===== config.mk =====
export PLATFORM = sky130hd
export DESIGN_NAME = cpg_output
export DESIGN_NICKNAME = d
export VERILOG_FILES = /design/src/hw/rtl/cpg_pkg.sv /design/src/hw/rtl/cpg_output.sv
export SDC_FILE = /design/constraint.sdc
export NUM_CORES = 1
export LEC_CHECK = 0
export BUFFER_PORTS_ARGS = -buffer_cell sky130_fd_sc_hd__buf_2
export CORE_MARGIN = 5
export CORE_UTILIZATION = 30
export DETAILED_ROUTE_END_ITERATION = 10
export GPL_TIMING_DRIVEN = 0
export PLACE_DENSITY_LB_ADDON = 0.3
export SLEW_MARGIN = 20
export SYNTH_ARGS = -nofsm -noshare
export SYNTH_HDL_FRONTEND = slang
export SYNTH_SLANG_ARGS = --single-unit

===== constraint.sdc =====
create_clock -name aclk -period 4.5 [get_ports aclk]
set_clock_uncertainty 0.05 [all_clocks]
set_input_delay 0 -clock aclk [delete_from_list [all_inputs] [get_ports aclk]]
set_output_delay 0 -clock aclk [all_outputs]
set_load 0.1 [all_outputs]

===== src/hw/rtl/cpg_pkg.sv =====
`default_nettype none

package cpg_pkg;

    // Number of CORDIC rotations, one pipeline stage each.
    localparam int ROTATION_STEPS = 16;
    localparam int ATAN_ENTRIES   = 24;
    localparam int ATAN_IDX_W     = $clog2(ATAN_ENTRIES);

    // Field widths.
    localparam int TIME_W   = 24;
    localparam int RADIUS_W = 16;
    localparam int RATE_W   = 20;
    localparam int ANGLE_W  = 16;
    localparam int OUT_W    = 17;
    localparam int CFG_W    = 20;
    localparam int CFG_IDX_W = 2;

    // Datapath widths: x/y carry radius * 2^14, z is a 2^32-per-turn angle.
    localparam int XY_W    = 32;
    localparam int Z_W     = 32;
    localparam int GAIN_W  = 30;
    localparam int GPROD_W = RADIUS_W + GAIN_W;

    // Gain compensation, unsigned Q30.
    localparam longint GAIN_LIMIT_Q30 = 64'd652032874;
    localparam longint GAIN_TAIL_Q30  = 64'd434688582;
    localparam logic [GAIN_W-1:0] GAIN_Q30 =
        GAIN_W'(GAIN_LIMIT_Q30 + (GAIN_TAIL_Q30 >> (2 * ROTATION_STEPS)));

    // Output rounding and clamp.
    localparam int RND_SHIFT = 14;
    localparam logic signed [OUT_W+1:0] OUT_LIMIT = 19'sd65535;

    // Register indexes.
    localparam logic [CFG_IDX_W-1:0] REG_RADIUS       = 2'd0;
    localparam logic [CFG_IDX_W-1:0] REG_ANGULAR_RATE = 2'd1;
    localparam logic [CFG_IDX_W-1:0] REG_START_ANGLE  = 2'd2;

    localparam logic [RADIUS_W-1:0] RADIUS_RST = 16'd256;
    localparam logic [RATE_W-1:0]   RATE_RST   = 20'd10430;
    localparam logic [ANGLE_W-1:0]  START_RST  = 16'd0;

    // atan(2^-i) in units of 2^32 per turn.
    localparam logic [Z_W-1:0] ATAN_TURNS [ATAN_ENTRIES] = '{
        32'd536870912, 32'd316933406, 32'd167458907, 32'd85004756,
        32'd42667331,  32'd21354465,  32'd10679838,  32'd5340245,
        32'd2670163,   32'd1335087,   32'd667544,    32'd333772,
        32'd166886,    32'd83443,     32'd41722,     32'd20861,
        32'd10430,     32'd5215,      32'd2608,      32'd1304,
        32'd652,       32'd326,       32'd163,       32'd81
    };

    typedef struct packed {
        logic signed [XY_W-1:0] x;
        logic signed [XY_W-1:0] y;
        logic signed [Z_W-1:0]  z;
        logic [1:0]             quad;
    } cordic_vec_t;

endpackage

`default_nettype wire


===== src/hw/rtl/cpg_output.sv =====
`default_nettype none

module cpg_output (
    input  wire logic                       aclk,
    input  wire logic                       aresetn,
    input  wire logic                       in_valid,
    output logic                            in_ready,
    input  wire cpg_pkg::cordic_vec_t       in_vec,
    output logic                            out_valid,
    input  wire logic                       out_ready,
    output logic [cpg_pkg::OUT_W-1:0]       pos_x,
    output logic [cpg_pkg::OUT_W-1:0]       pos_y
);

    logic                                   vld_reg;
    logic [cpg_pkg::OUT_W-1:0]              pos_x_reg;
    logic [cpg_pkg::OUT_W-1:0]              pos_y_reg;
    logic [cpg_pkg::OUT_W-1:0]              pos_x_next;
    logic [cpg_pkg::OUT_W-1:0]              pos_y_next;
    logic signed [cpg_pkg::XY_W-1:0]        ox;
    logic signed [cpg_pkg::XY_W-1:0]        oy;

    function automatic logic [cpg_pkg::OUT_W-1:0] round_sat(
        input logic signed [cpg_pkg::XY_W-1:0] v
    );
        logic signed [cpg_pkg::XY_W:0]    w;
        logic signed [cpg_pkg::OUT_W+1:0] r;
        logic [cpg_pkg::OUT_W-1:0]        res;
        w = (cpg_pkg::XY_W+1)'(v) + (cpg_pkg::XY_W+1)'(1 << (cpg_pkg::RND_SHIFT - 1));
        r = (cpg_pkg::OUT_W+2)'(w >>> cpg_pkg::RND_SHIFT);
        if (r > cpg_pkg::OUT_LIMIT) begin
            res = cpg_pkg::OUT_W'(cpg_pkg::OUT_LIMIT);
        end else if (r < -cpg_pkg::OUT_LIMIT) begin
            res = cpg_pkg::OUT_W'(-cpg_pkg::OUT_LIMIT);
        end else begin
            res = r[cpg_pkg::OUT_W-1:0];
        end
        return res;
    endfunction

    // Quadrant fix-up.
    always_comb begin
        unique case (in_vec.quad)
            2'd0: begin
                ox = in_vec.x;
                oy = in_vec.y;
            end
            2'd1: begin
                ox = -in_vec.y;
                oy = in_vec.x;
            end
            2'd2: begin
                ox = -in_vec.x;
                oy = -in_vec.y;
            end
            default: begin
                ox = in_vec.y;
                oy = -in_vec.x;
            end
        endcase
    end

    assign pos_x_next = round_sat(ox);
    assign pos_y_next = round_sat(oy);
    assign in_ready   = !vld_reg || out_ready;

    always_ff @(posedge aclk) begin
        if (!aresetn) begin
            vld_reg <= 1'b0;
        end else if (in_ready) begin
            vld_reg <= in_valid;
        end
        if (in_ready && in_valid) begin
            pos_x_reg <= pos_x_next;
            pos_y_reg <= pos_y_next;
        end
    end

    assign out_valid = vld_reg;
    assign pos_x     = pos_x_reg;
    assign pos_y     = pos_y_reg;

endmodule

`default_nettype wire

Word level (Yosys, flattened, before mapping)
Cells that the tools add are included.
{ "totals": {"regBits": 35, "in_bits": 102, "out_inout_bits": 36, "word_cells": 25} }
{ "op_classes": {"add_sub_neg": 4, "order_cmp": 4, "eq_ne": 2, "n_mux": 4, "n_reduce_logical": 6} }
{ "ops": {"columns": ["operator", "count"], "rows": [
  ["$pmux W32 S3", 2],
  ["$add A32 B15 Y33 const B", 2],
  ["$neg A32 Y32", 2],
  ["$gt A19 B17 Y1 const B", 2],
  ["$lt A19 B17 Y1 const B", 2],
  ["$mux W17", 2],
  ["$reduce_or A2 Y1", 2],
  ["$eq A2 B1 Y1 const B", 1],
  ["$eq A2 B2 Y1 const B", 1],
  ["$logic_not A2 Y1", 1],
  ["$logic_and A1 B1 Y1", 1],
  ["$logic_not A1 Y1", 1],
  ["$logic_or A1 B1 Y1", 1]
]} }

Depth between registers and ports, before layout
{ "depth": {"word_depth": 5, "mapped_depth": 15, "depth_no_buf": 12} }

Least setup slack after synthesis
Ideal clock, no wire load.
{ "synth_path": {"path_type": "in2reg", "startpoint": "in in_vec[0] in the netlist's numbering", "endpoint": "reg pos_y_reg, in the netlist pos_y[0], data pin", "setup_time_ns": 0.263, "t_arrival_ns": 3.402, "required_time_ns": 4.187, "slack_ns": 0.786, "path_stages": 15, "n_path_buf": 6, "cell_sequence": "buf_2 buf_2 buf_1 clkbuf_1 buf_1 clkbuf_1 o2bb2ai_1 ha_1 o21a_1 nand4_1 nor3_1 mux2_2 and4_1 nand4_1 nand3_1"} }
{ "synth_via": {"elab_chain_len": 5, "word_cells_on_any_way": 8, "classes_between": "add/sub: 1; order compare: 2; eq/ne: 2; mux: 1; reduce/logical: 2"} }
{ "synth_rtl": {"columns": ["element", "line", "text"], "rows": [
  ["start: declaration", "cpg_output.sv:8", "input wire cpg_pkg::cordic_vec_t in_vec,"],
  ["$eq A2 B2 Y1, or another cell as far along", "cpg_output.sv:43", "unique case (in_vec.quad)"],
  ["$pmux W32 S3 *", "cpg_output.sv:43", null],
  ["$add A32 B15 Y33 *", "cpg_output.sv:29", "w = (cpg_pkg::XY_W+1)'(v) + (cpg_pkg::XY_W+1)'(1 << (cpg_pkg::RND_SHIFT - 1));"],
  ["$gt A19 B17 Y1 or $lt A19 B17 Y1 (tied branches)", "cpg_output.sv:31, cpg_output.sv:33", null],
  ["$reduce_or A2 Y1 (no line)", null, null],
  ["end signal: assignment", "cpg_output.sv:75", "pos_y_reg <= pos_y_next;"],
  ["end: declaration", "cpg_output.sv:17", "logic [cpg_pkg::OUT_W-1:0] pos_y_reg;"]
]} }
Mark *: on every way between the ends. The rest lies on a longest branch, timed or not.
A chain may end at the register's enable or synchronous reset.

Final worst setup path
Same ends and word-level chain as after synthesis.

==> run_results.csv <==
group,metric,value,unit
outcome,outcome,"complete, no violations",
power,swShare,0.464,
logic_synthesis,synthArstFlopShare,0,
power,power.density,251,mW/mm^2
floorplan,ios,138,
logic_synthesis,ys_types,88,
logic_synthesis,synth_top_cell_area_share,0.202,
clock_tree,cts.clk_slew.worst_paths,0.05,ns
sta,timing.max_slew.rel_slack,0.218,
worst_setup_path,crit_family,"buffers and inverters",
logic_synthesis,ys_warn_count,0,
routing,wirelength_met1,8360,um
logic_synthesis,synth_fp_nets,755,
logic_synthesis,ys_ff_latch,35,
logic_synthesis,synth_largest_area_cell,"edfxtp_1",
power,p_int,0.817,mW
routing,vias_per_cell,6.01,
routing,wl_per_cell,19.9,um
sta,drv_slew,0,
worst_setup_path,startpoint_type,"input port",
sta,hold_viol,0,
worst_setup_path,crit_cells,14,
layout,drive_gt1_frac,0.250,
logic_synthesis,synth-edff-count,34,
placement,gp_congestion,0.984,
clock_tree,cts_buffers,5,
layout,final_nets,862,
power,max-vdd-ir-drop,169,uV
clock_tree,clk_path_buf_depth,2,
routing,drc,0,
power,power.total,1.52,mW
clock_tree,htreeDepth,2,
hold_path,hold_class,"input port to register",
global_routing,grt_max_degree,35,
clock_tree,cts_root_buffer,"clkbuf_16",
routing,wl_met3,1770,um
sta,fin_setup_tns,0,ns
floorplan,start_util,0.305,
worst_setup_path,cp_slowest_cell,"buf_1",
logic_synthesis,seq_area_frac_synth,0.206,
routing,drt_iter0_drc,587,
layout,regArea,0.00104,sq mm
global_routing,grt_use_total,0.188,
floorplan,die_h,140,um
sta,finalCritPeriodShare,0.959,
floorplan,rows,47,
global_routing,grt_pass1_vias,5439,
floorplan,fp.dieW,140,um
layout,multi_input_area,0.00384,sq mm
logic_synthesis,netlist_instances,651,
run,maxCapViolations,0,
layout,nFillCells,1797,
worst_setup_path,cp_data_required_time,4.46,ns
power,leakagePower,2.08,nW
sta,max_freq,232,MHz
layout,synthToLayoutAreaGrowth,19.8,%
worst_setup_path,path_buf_inv,4,
layout,num_antenna_cells,0,
placement,dpl.hpwl,15700,um
routing,dr.max_layer_used,"met4",
power,comb_power_share,0.523,
clock_tree,tritoncts,"done",
clock_tree,clk_latency,0.26,ns
power,clockPowerShare,0.205,
logic_synthesis,ys.flop_type,"edfxtp_1",
placement,portBuffers,98,
routing,ant_nets,0,
routing,wl_met2,8740,um
clock_tree,post_cts_buffers,0,
routing,dr.pass1.iters,8,
floorplan,coreArea,0.0166,sq mm
logic_synthesis,avgSynthCellArea,7.78,sq um
floorplan,dieArea,0.0196,sq mm
sta,worst_pin_slew,1.16,ns
power,switchingPower,0.706,mW
global_routing,grt_pass1_wl,29800,um
global_routing,grt_remaining_overflow,0,
worst_setup_path,critical_path_class,"input port to register",
worst_setup_path,critPathMaxStageDelay,0.55,ns
logic_synthesis,ys_top_cells_by_area,"edfxtp_1 20%, nor3_1 4.4%, a21oi_1 4.1%, xnor2_1 4.0%, nand2_1 3.9%",
worst_setup_path,arrival,4.28,ns
hold_path,hold_depth,3,
worst_setup_path,worst-path-max-fanout,19,
clock_tree,cts.sinks,35,
worst_setup_path,r2r_cells,3,
logic_synthesis,synth_area,0.00506,sq mm
logic_synthesis,ys_top_cells_by_count,"52 x nand2_1, 49 x nor2_1, 45 x nor3_1, 41 x a21oi_1, 34 x edfxtp_1",
logic_synthesis,yosysMostFrequentCell,"nand2_1",
sta,min_period,4.32,ns
routing,drt_wl_total,19400,um
global_routing,antenna_found_initial,0,
sta,setup_viol,0,
routing,vias,5888,
worst_setup_path,crit_chain,"buf_2 > buf_2 > clkbuf_1 > buf_1 > a211oi_1 > nor4_4 > ha_1 > o21a_1 > nand4_1 > nor3_1 > mux2_2 > and4_1 > nand4_1 > nand3_1",
worst_setup_path,worstSetupEndpointType,"register",
power,pwr-share-seq,0.272,
-- final timing paths --
path	startpoint	end	slack [ns]
setup / recovery	in_vec[0]	pos_y[0]	0.18
hold / removal	in_valid	pos_x[7]	0.29
setup reg to reg	out_valid	out_valid	3.28
hold reg to reg	out_valid	pos_x[7]	0.89
-- worst min-delay path: stages --
cell	delay, ns
buf_2	0.08
and2_2	0.15
buf_12	0.21
-- repair_timing --
item | in CTS | in global routing
gates resized for setup | 4 | 11
hold buffers | 2 | 0
setup endpoints to repair | 1 | 17
hold endpoints to repair | 1 | 0
-- stage by stage --
step | setup WS [ns] | instance area [sq um] | hold slack, ns | utilization | instances
final | 0.184 | 6070 | 0.286 | 0.366 | 979
after global routing | -0.00119 | 6070 | 0.308 | 0.366 | 979
after CTS | 0.0430 | 6010 | 0.289 | 0.363 | 979
after detailed placement | -0.621 | 5850 | 0.218 | 0.353 | 970
after global placement | -0.648 | 5830 | 0.206 | 0.352 | 969
after floorplan | 0.786 | 5060 | 0.0888 | - | 651
-- cell usage in the layout, fill, tap and decap left out, types with 23 or more instances in the layout --
cell type  count
xnor2_1       23
o21ai_0       24
edfxtp_1      34
a21oi_1       41
clkbuf_1      29
nand2_1       52
nor2_1        49
buf_2        103
nor3_1        45
-- power by group through the flow --
stage | Combinational [mW] | Sequential, mW | Clock (mW)
floorplan | 0.339 | 0.668 | 0
global placement | 0.775 | 0.421 | 0
detailed placement | 0.780 | 0.421 | 0
CTS | 0.783 | 0.415 | 0.323
global route | 0.844 | 0.418 | 0.337
finish | 0.796 | 0.414 | 0.312
-- metal layers --
metal  track usage  up-vias
met3        0.0399       40
met1         0.253     2716
met2         0.300      318
met4        0.0637        0
li1              -     2814
met5             0        -
-- final cells by class --
| type | count | share of cell area |
|---|---|---|
| Buffer | 43 | 0.0316 |
| Inverter | 13 | 0.00804 |
| Clock inverter | 2 | 0.00124 |
| Multi-Input combinational cell | 559 | 0.634 |
| Sequential cell | 35 | 0.172 |
| Timing Repair Buffer | 101 | 0.0874 |
| Clock buffer | 6 | 0.0212 |
| Tap cell | 220 | 0.0454 |
-- cells by family after synthesis --
group,Yosys count,share of synthesized area
and+or+nand+nor,305,0.354
AOI/OAI and AO/OA,201,0.286
buffers and inverters,57,0.0470
DFF,35,0.206
xor gates and xnor gates,31,0.0536
muxes,20,0.0482
adders and majority gates,2,0.00494
(Power assumes the default switching activity.)
