File: config.mk
export PLATFORM = sky130hd
export DESIGN_NAME = cpg_angle
export DESIGN_NICKNAME = d
export VERILOG_FILES = /design/src/hw/rtl/cpg_pkg.sv /design/src/hw/rtl/cpg_angle.sv
export SDC_FILE = /design/constraint.sdc
export NUM_CORES = 1
export LEC_CHECK = 0
export BUFFER_PORTS_ARGS = -buffer_cell sky130_fd_sc_hd__clkbuf_2
export CELL_PAD_IN_SITES_DETAIL_PLACEMENT = 0
export CELL_PAD_IN_SITES_GLOBAL_PLACEMENT = 1
export CORE_ASPECT_RATIO = 1.75
export CORE_MARGIN = 1.5
export CORE_UTILIZATION = 50
export CTS_CLUSTER_SIZE = 30
export DETAILED_ROUTE_END_ITERATION = 10
export PLACE_DENSITY_LB_ADDON = 0.15
export SLEW_MARGIN = 5
export SYNTH_ARGS = -nofsm -noshare
export SYNTH_HDL_FRONTEND = slang
export SYNTH_SLANG_ARGS = --single-unit
File: constraint.sdc
create_clock -name aclk -period 7.1 [get_ports aclk]
set_input_delay 0.71 -clock aclk [delete_from_list [all_inputs] [get_ports aclk]]
set_output_delay 0.71 -clock aclk [all_outputs]
set_load 0.03 [all_outputs]
File: src/hw/rtl/cpg_pkg.sv
`default_nettype none

package cpg_pkg;

    // Number of CORDIC rotations, one pipeline stage each.
    localparam int ROTATION_STEPS = 16;
    localparam int ATAN_ENTRIES   = 24;
    localparam int ATAN_IDX_W     = $clog2(ATAN_ENTRIES);

    // Field widths.
    localparam int TIME_W   = 24;
    localparam int RADIUS_W = 16;
    localparam int RATE_W   = 20;
    localparam int ANGLE_W  = 16;
    localparam int OUT_W    = 17;
    localparam int CFG_W    = 20;
    localparam int CFG_IDX_W = 2;

    // Datapath widths: x/y carry radius * 2^14, z is a 2^32-per-turn angle.
    localparam int XY_W    = 32;
    localparam int Z_W     = 32;
    localparam int GAIN_W  = 30;
    localparam int GPROD_W = RADIUS_W + GAIN_W;

    // Gain compensation, unsigned Q30.
    localparam longint GAIN_LIMIT_Q30 = 64'd652032874;
    localparam longint GAIN_TAIL_Q30  = 64'd434688582;
    localparam logic [GAIN_W-1:0] GAIN_Q30 =
        GAIN_W'(GAIN_LIMIT_Q30 + (GAIN_TAIL_Q30 >> (2 * ROTATION_STEPS)));

    // Output rounding and clamp.
    localparam int RND_SHIFT = 14;
    localparam logic signed [OUT_W+1:0] OUT_LIMIT = 19'sd65535;

    // Register indexes.
    localparam logic [CFG_IDX_W-1:0] REG_RADIUS       = 2'd0;
    localparam logic [CFG_IDX_W-1:0] REG_ANGULAR_RATE = 2'd1;
    localparam logic [CFG_IDX_W-1:0] REG_START_ANGLE  = 2'd2;

    localparam logic [RADIUS_W-1:0] RADIUS_RST = 16'd256;
    localparam logic [RATE_W-1:0]   RATE_RST   = 20'd10430;
    localparam logic [ANGLE_W-1:0]  START_RST  = 16'd0;

    // atan(2^-i) in units of 2^32 per turn.
    localparam logic [Z_W-1:0] ATAN_TURNS [ATAN_ENTRIES] = '{
        32'd536870912, 32'd316933406, 32'd167458907, 32'd85004756,
        32'd42667331,  32'd21354465,  32'd10679838,  32'd5340245,
        32'd2670163,   32'd1335087,   32'd667544,    32'd333772,
        32'd166886,    32'd83443,     32'd41722,     32'd20861,
        32'd10430,     32'd5215,      32'd2608,      32'd1304,
        32'd652,       32'd326,       32'd163,       32'd81
    };

    typedef struct packed {
        logic signed [XY_W-1:0] x;
        logic signed [XY_W-1:0] y;
        logic signed [Z_W-1:0]  z;
        logic [1:0]             quad;
    } cordic_vec_t;

endpackage

`default_nettype wire

File: src/hw/rtl/cpg_angle.sv
`default_nettype none

module cpg_angle (
    input  wire logic                               aclk,
    input  wire logic                               aresetn,
    input  wire logic                               in_valid,
    output logic                                    in_ready,
    input  wire logic [cpg_pkg::TIME_W-1:0]         time_value,
    input  wire logic [cpg_pkg::RADIUS_W-1:0]       radius,
    input  wire logic [cpg_pkg::RATE_W-1:0]         angular_rate,
    input  wire logic [cpg_pkg::ANGLE_W-1:0]        start_angle,
    output logic                                    out_valid,
    input  wire logic                               out_ready,
    output cpg_pkg::cordic_vec_t                    out_vec
);

    // Stage A: both products.
    logic                               a_valid_reg;
    logic [cpg_pkg::TIME_W-1:0]         phase_prod_reg;
    logic [cpg_pkg::GPROD_W-1:0]        gain_prod_reg;
    logic [cpg_pkg::TIME_W-1:0]         rate_ext;
    logic [cpg_pkg::TIME_W-1:0]         phase_prod_next;
    logic [cpg_pkg::GPROD_W-1:0]        gain_prod_next;
    logic                               a_ready;

    // Stage B: wrapped angle and start vector.
    logic                               b_valid_reg;
    cpg_pkg::cordic_vec_t               b_vec_reg;
    cpg_pkg::cordic_vec_t               b_vec_next;
    logic [cpg_pkg::ANGLE_W-1:0]        angle;
    logic                               b_ready;

    assign rate_ext = {{(cpg_pkg::TIME_W - cpg_pkg::RATE_W){angular_rate[cpg_pkg::RATE_W-1]}},
                       angular_rate};
    // Only the low 24 product bits reach the wrapped angle.
    assign phase_prod_next = rate_ext * time_value;
    assign gain_prod_next  = cpg_pkg::GPROD_W'(radius) * cpg_pkg::GPROD_W'(cpg_pkg::GAIN_Q30);

    assign b_ready  = !b_valid_reg || out_ready;
    assign a_ready  = !a_valid_reg || b_ready;
    assign in_ready = a_ready;

    always_ff @(posedge aclk) begin
        if (!aresetn) begin
            a_valid_reg <= 1'b0;
        end else if (a_ready) begin
            a_valid_reg <= in_valid;
        end
        if (a_ready && in_valid) begin
            phase_prod_reg <= phase_prod_next;
            gain_prod_reg  <= gain_prod_next;
        end
    end

    always_comb begin
        angle           = phase_prod_reg[23:8] + start_angle;
        b_vec_next.x    = cpg_pkg::XY_W'(gain_prod_reg[cpg_pkg::GPROD_W-1:16]);
        b_vec_next.y    = '0;
        b_vec_next.z    = {2'b00, angle[13:0], 16'h0000};
        b_vec_next.quad = angle[15:14];
    end

    always_ff @(posedge aclk) begin
        if (!aresetn) begin
            b_valid_reg <= 1'b0;
        end else if (b_ready) begin
            b_valid_reg <= a_valid_reg;
        end
        if (b_ready && a_valid_reg) begin
            b_vec_reg <= b_vec_next;
        end
    end

    assign out_valid = b_valid_reg;
    assign out_vec   = b_vec_reg;

endmodule

`default_nettype wire

---- Word-level counts from Yosys, hierarchy flattened ----
Index checks and enable logic that the tools add are counted.
operators by class
  add/subtract/negate cells ............... 1
  multipliers ............................. 2
  reductions and logical operators ........ 6
operator list
  kind                                                  number
  multiplier 16 x 29 -> 45 bit (second input constant)  1
  multiplier 20 x 24 -> 24 bit                          1
  adder 16 bit                                          1
  logical AND 1 bit                                     2
  logical NOT 1 bit                                     2
  logical OR 1 bit                                      2
word-level totals
  register bits ........................... 117
  input port bits ......................... 80
  output and inout bits ................... 100
  word-level logic and storage cells ...... 16

---- Depth between registers and ports, before layout ----
  depth in word-level cells ............... 4
  depth in mapped cells ................... 25
  mapped depth without buffers ............ 23

---- Least setup slack after synthesis ----
OpenSTA, ideal clock, no wires.
  path type ............................... input -> register
  from .................................... input angular_rate[4] in the netlist's numbering
  to ...................................... register phase_prod_reg[23] in the netlist's numbering, data pin
  setup time .............................. 0.260 ns
  data arrival time ....................... 6.323 ns
  data required time ...................... 6.840 ns
  path slack .............................. 0.517 ns
  cell stages on the path ................. 25
  buffers on the path ..................... 2
  cell sequence ........................... clkbuf_1 clkbuf_1 nand2_1 fa_1 inv_1 fa_1 inv_1 fa_1 inv_1 fa_1 inv_1 fa_1 inv_1 fa_1 inv_1 fa_1 inv_1 ha_1 o21ai_0 a211oi_1 o21ai_1 a21boi_1 a41oi_1 o21ai_0 xnor2_1
between the ends
  longest elaborated chain between the ends .. 1
ends and longest elaborated chain
  item                                RTL line         text
  from (decl)                         cpg_angle.sv:10  input wire logic [cpg_pkg::RATE_W-1:0] angular_rate,
  multiplier 20 x 24 -> 24 bit        cpg_angle.sv:36  assign phase_prod_next = rate_ext * time_value;
  named net phase_prod_next, one bit  cpg_angle.sv:22  logic [cpg_pkg::TIME_W-1:0] phase_prod_next;
  to (signal assigned)                cpg_angle.sv:50  phase_prod_reg <= phase_prod_next;
  to (decl)                           cpg_angle.sv:19  logic [cpg_pkg::TIME_W-1:0] phase_prod_reg;
The timed path passes the listed nets, and every way through them passes these cells.
A chain may end at the register's enable or synchronous reset.

---- Final worst setup path ----
  from .................................... input angular_rate[2] in the netlist's numbering
  to ...................................... register phase_prod_reg[23] in the netlist's numbering, data pin
Same word-level chain as after synthesis.

==> impl_metrics.csv <==
group,metric,value,unit
cts,clock_tree.buffer_depth,2,
timing,post-route-period-util,0.938,
yosys,yosys_warnings,0,
cts,cts_resized,0,
floorplanning,io_pins,180,
yosys,yosys-top-cells-count,"sky130_fd_sc_hd__inv_1, sky130_fd_sc_hd__fa_1, sky130_fd_sc_hd__ha_1",
placed_design,dp_hpwl,47600,µm
timing,grt_setup_unrepaired,"no",
cts,cts_sinks,94,
final_layout,antenna-diode-count,0,
final_layout,syn_to_final_growth,8.24,%
cts,tritoncts,"done",
drt,num_vias,13872,
run,timing.max_cap.violations,0,
yosys,postSynth.asyncResetShare,0,
critical_path,critical_path.cell_chain,"clkbuf_2, buf_4, and2_1, fa_1, fa_1, inv_1, fa_1, inv_1, fa_1, fa_1, fa_1, inv_1, fa_1, inv_1, ha_1, nand2_1, a211oi_1, o21ai_1, a21boi_1, buf_4, a41oi_1, o21ai_0, xnor2_1",
timing,worstMarginPinSlew,801,ps
drt,detail_route.vias_per_cell,5.13,
timing,slew_headroom,0.465,
yosys,post-synth-top-area-cell,"sky130_fd_sc_hd__fa_1",
floorplanning,die_height,270,µm
worst_hold_path,min_path_type,"flip-flop to flip-flop",
critical_path,cp-start-kind,"primary input",
drt,detail_route.drc_violations,0,
critical_path,worstPathRequired,7220,ps
drt,detail_route.wirelength,53600,µm
floorplanning,core_area,0.0401,mm²
timing,period_needed,6660,ps
critical_path,critPathArrivalTime,6780,ps
yosys,synth.ff_latch_count,94,
critical_path,worst-r2r-setup-slack,4020,ps
critical_path,reg2regPathDepth,11,
yosys,sequential_cell_area_fraction_in_the_yosys_report,0.138,
floorplanning,floorplan.die_area,0.0420,mm²
yosys,syn_area_per_cell,9.95,µm²
critical_path,path_delay_family,"adder cells",
critical_path,critPathKind,"primary input to flip-flop",
grt,grt_start_max_net_pins,47,
final_layout,largest_register_ff_count,46,
yosys,dominantRegCellSynth,"sky130_fd_sc_hd__edfxtp_1",
floorplanning,row_count,97,
drt,drt-wirelength-per-cell,19.8,µm
worst_hold_path,hold_start,"gain_prod_reg[38]",
worst_hold_path,worst_hold_endpoint,"out_vec[88]",
timing,finClkSkew,12.2,ps
timing,timing_hold_violations_final,0,
yosys,yosysUniqueCellTypes,54,
cts,cts.reportedPaths.clkPinSlew,80,ps
cts,cts_inserted_buffers,9,
placed_design,placer_congestion_estimate,0.990,
cts,clockRootBuffer,"sky130_fd_sc_hd__clkbuf_16",
grt,first_global_vias,15965,
timing,fin_hold_ws,423,ps
timing,timing.fmax,0.150,GHz
floorplanning,initial_core_util,0.509,
final_layout,finish.net_count,2928,
timing,final-max-slew-violation-count,0,
yosys,synth_largest_type_area_fraction,0.381,
yosys,synth.cell_area,0.0204,mm²
cts,clkLatencyLatePin,370,ps
floorplanning,chipWidth,156,µm
final_layout,fraction_of_final_layout_cells_with_drive_strength_greater_than_1,0.0987,
critical_path,worst_r2r_startpoint,"phase_prod_reg[8]",
critical_path,critical-path-top-cell-by-count,"sky130_fd_sc_hd__fa_1",
status,status,"finished, final reports clean",
drt,initialDrtViolationCount,383,
grt,grt_pass1_wl,85200,µm
critical_path,worstPathMaxFanout,12,
critical_path,worst_r2r_endpoint,"out_vec[0]",
timing,setup_violations,0,
drt,drtAntennaViolNets,0,
placed_design,placement.io_buffers,127,
grt,antenna_found_initial,0,
critical_path,worst_setup_path_end_kind,"flip-flop",
drt,drtPass1Iterations,7,
yosys,yosysMostFrequentCell,"sky130_fd_sc_hd__inv_1",
worst_hold_path,whs_path_depth,0,
yosys,synth.top_cells.by_area,"sky130_fd_sc_hd__fa_1, sky130_fd_sc_hd__ha_1, sky130_fd_sc_hd__edfxtp_1",
critical_path,slowest_delay,580,ps
critical_path,buffering_stage_count_on_the_worst_path_with_inverters_included,7,
cts,cts.htree.levels,3,
critical_path,crit_slowest_cell,"sky130_fd_sc_hd__fa_1",
cts,total_setup_buffers_inserted_after_cts,0,
grt,globalRouteOverflowTotal,0,
grt,grt_use_total,0.274,
timing,final.setup.tns,0,ps
yosys,synthCells,2047,
cts,postCtsHoldBufs,0,
yosys,synth_edf_count,92,
metal layers:
| metal | vias to the layer above | track usage | wire (µm) |
|---|---|---|---|
| met4 | 0 | 0.162 | 3610 |
| li1 | 6367 | - | - |
| met5 | - | 0 | 0 |
| met3 | 131 | 0.0212 | 1060 |
| met1 | 7100 | 0.253 | 16600 |
| met2 | 274 | 0.563 | 32300 |
placed cells by master (no fill, tap or decap), types with 15 or more instances in the layout:
cell type / n
sky130_fd_sc_hd__inv_1: 564
sky130_fd_sc_hd__fa_1: 388
sky130_fd_sc_hd__ha_1: 257
sky130_fd_sc_hd__and2_1: 161
sky130_fd_sc_hd__nand2_1: 145
sky130_fd_sc_hd__clkbuf_2: 127
sky130_fd_sc_hd__edfxtp_1: 92
sky130_fd_sc_hd__xnor2_1: 68
sky130_fd_sc_hd__buf_4: 61
sky130_fd_sc_hd__conb_1: 52
sky130_fd_sc_hd__nor2_1: 40
sky130_fd_sc_hd__a21oi_1: 32
sky130_fd_sc_hd__a21o_1: 27
sky130_fd_sc_hd__xor2_1: 25
sky130_fd_sc_hd__o21ai_0: 19
sky130_fd_sc_hd__nor3_1: 15
worst reg2reg max path, stage by stage, from the launching register on:
cell                       delay (ps)
sky130_fd_sc_hd__edfxtp_1         370
sky130_fd_sc_hd__ha_1             200
sky130_fd_sc_hd__inv_1             70
sky130_fd_sc_hd__fa_1             200
sky130_fd_sc_hd__nor2b_1           50
sky130_fd_sc_hd__o21ai_0          190
sky130_fd_sc_hd__a21boi_0         160
sky130_fd_sc_hd__o21ai_0          440
sky130_fd_sc_hd__a21oi_1          260
sky130_fd_sc_hd__a211oi_1         430
sky130_fd_sc_hd__nor2_1           140
sky130_fd_sc_hd__o311ai_0         370
worst max path at each step:
stage / start / endpoint / depth (start not counted)
2_1_floorplan: angular_rate[4] / phase_prod_reg[23] / 25
3_3_place_gp: angular_rate[3] / phase_prod_reg[23] / 25
3_5_place_dp: angular_rate[3] / phase_prod_reg[23] / 25
4_1_cts: angular_rate[2] / phase_prod_reg[23] / 23
5_1_grt: angular_rate[2] / phase_prod_reg[23] / 23
6_report: angular_rate[2] / phase_prod_reg[23] / 23
layout make-up:
| class | instances | area [µm²] |
|---|---|---|
| Clock buffer | 9 | 225 |
| Tap cell | 495 | 619 |
| Inverter | 564 | 2120 |
| Timing Repair Buffer | 188 | 1090 |
| Sequential cell | 94 | 2800 |
| Multi-Input combinational cell | 1346 | 15100 |
| Clock inverter | 7 | 88.8 |
| Fill cell | 3716 | 18000 |
metrics by stage:
step	setup WS (ps)	instances	cell area, µm²	util
final	442	2703	22000	0.550
after global placement	123	2687	21700	0.543
after detailed placement	14.5	2687	21700	0.543
after floorplan	517	2098	20600	-
after CTS	435	2703	22000	0.550
after global routing	126	2703	22000	0.550
cells by family (layout without fill, tap and decap cells):
| family | Yosys count | after routing | share of synthesized area |
|---|---|---|---|
| xor+xnor | 93 | 93 | 0.0400 |
| mux | 1 | 1 | 0.000553 |
| other cells | 1 | 52 | 0.000184 |
| flops | 94 | 94 | 0.138 |
| simple gates | 416 | 416 | 0.104 |
| fa+ha+maj | 645 | 645 | 0.539 |
| buf+inv | 658 | 768 | 0.131 |
| compound gates | 139 | 139 | 0.0476 |
Power is left out: the tool's default activity adds up to more than one toggle a clock period on the data nets, which glitch-free logic cannot reach.
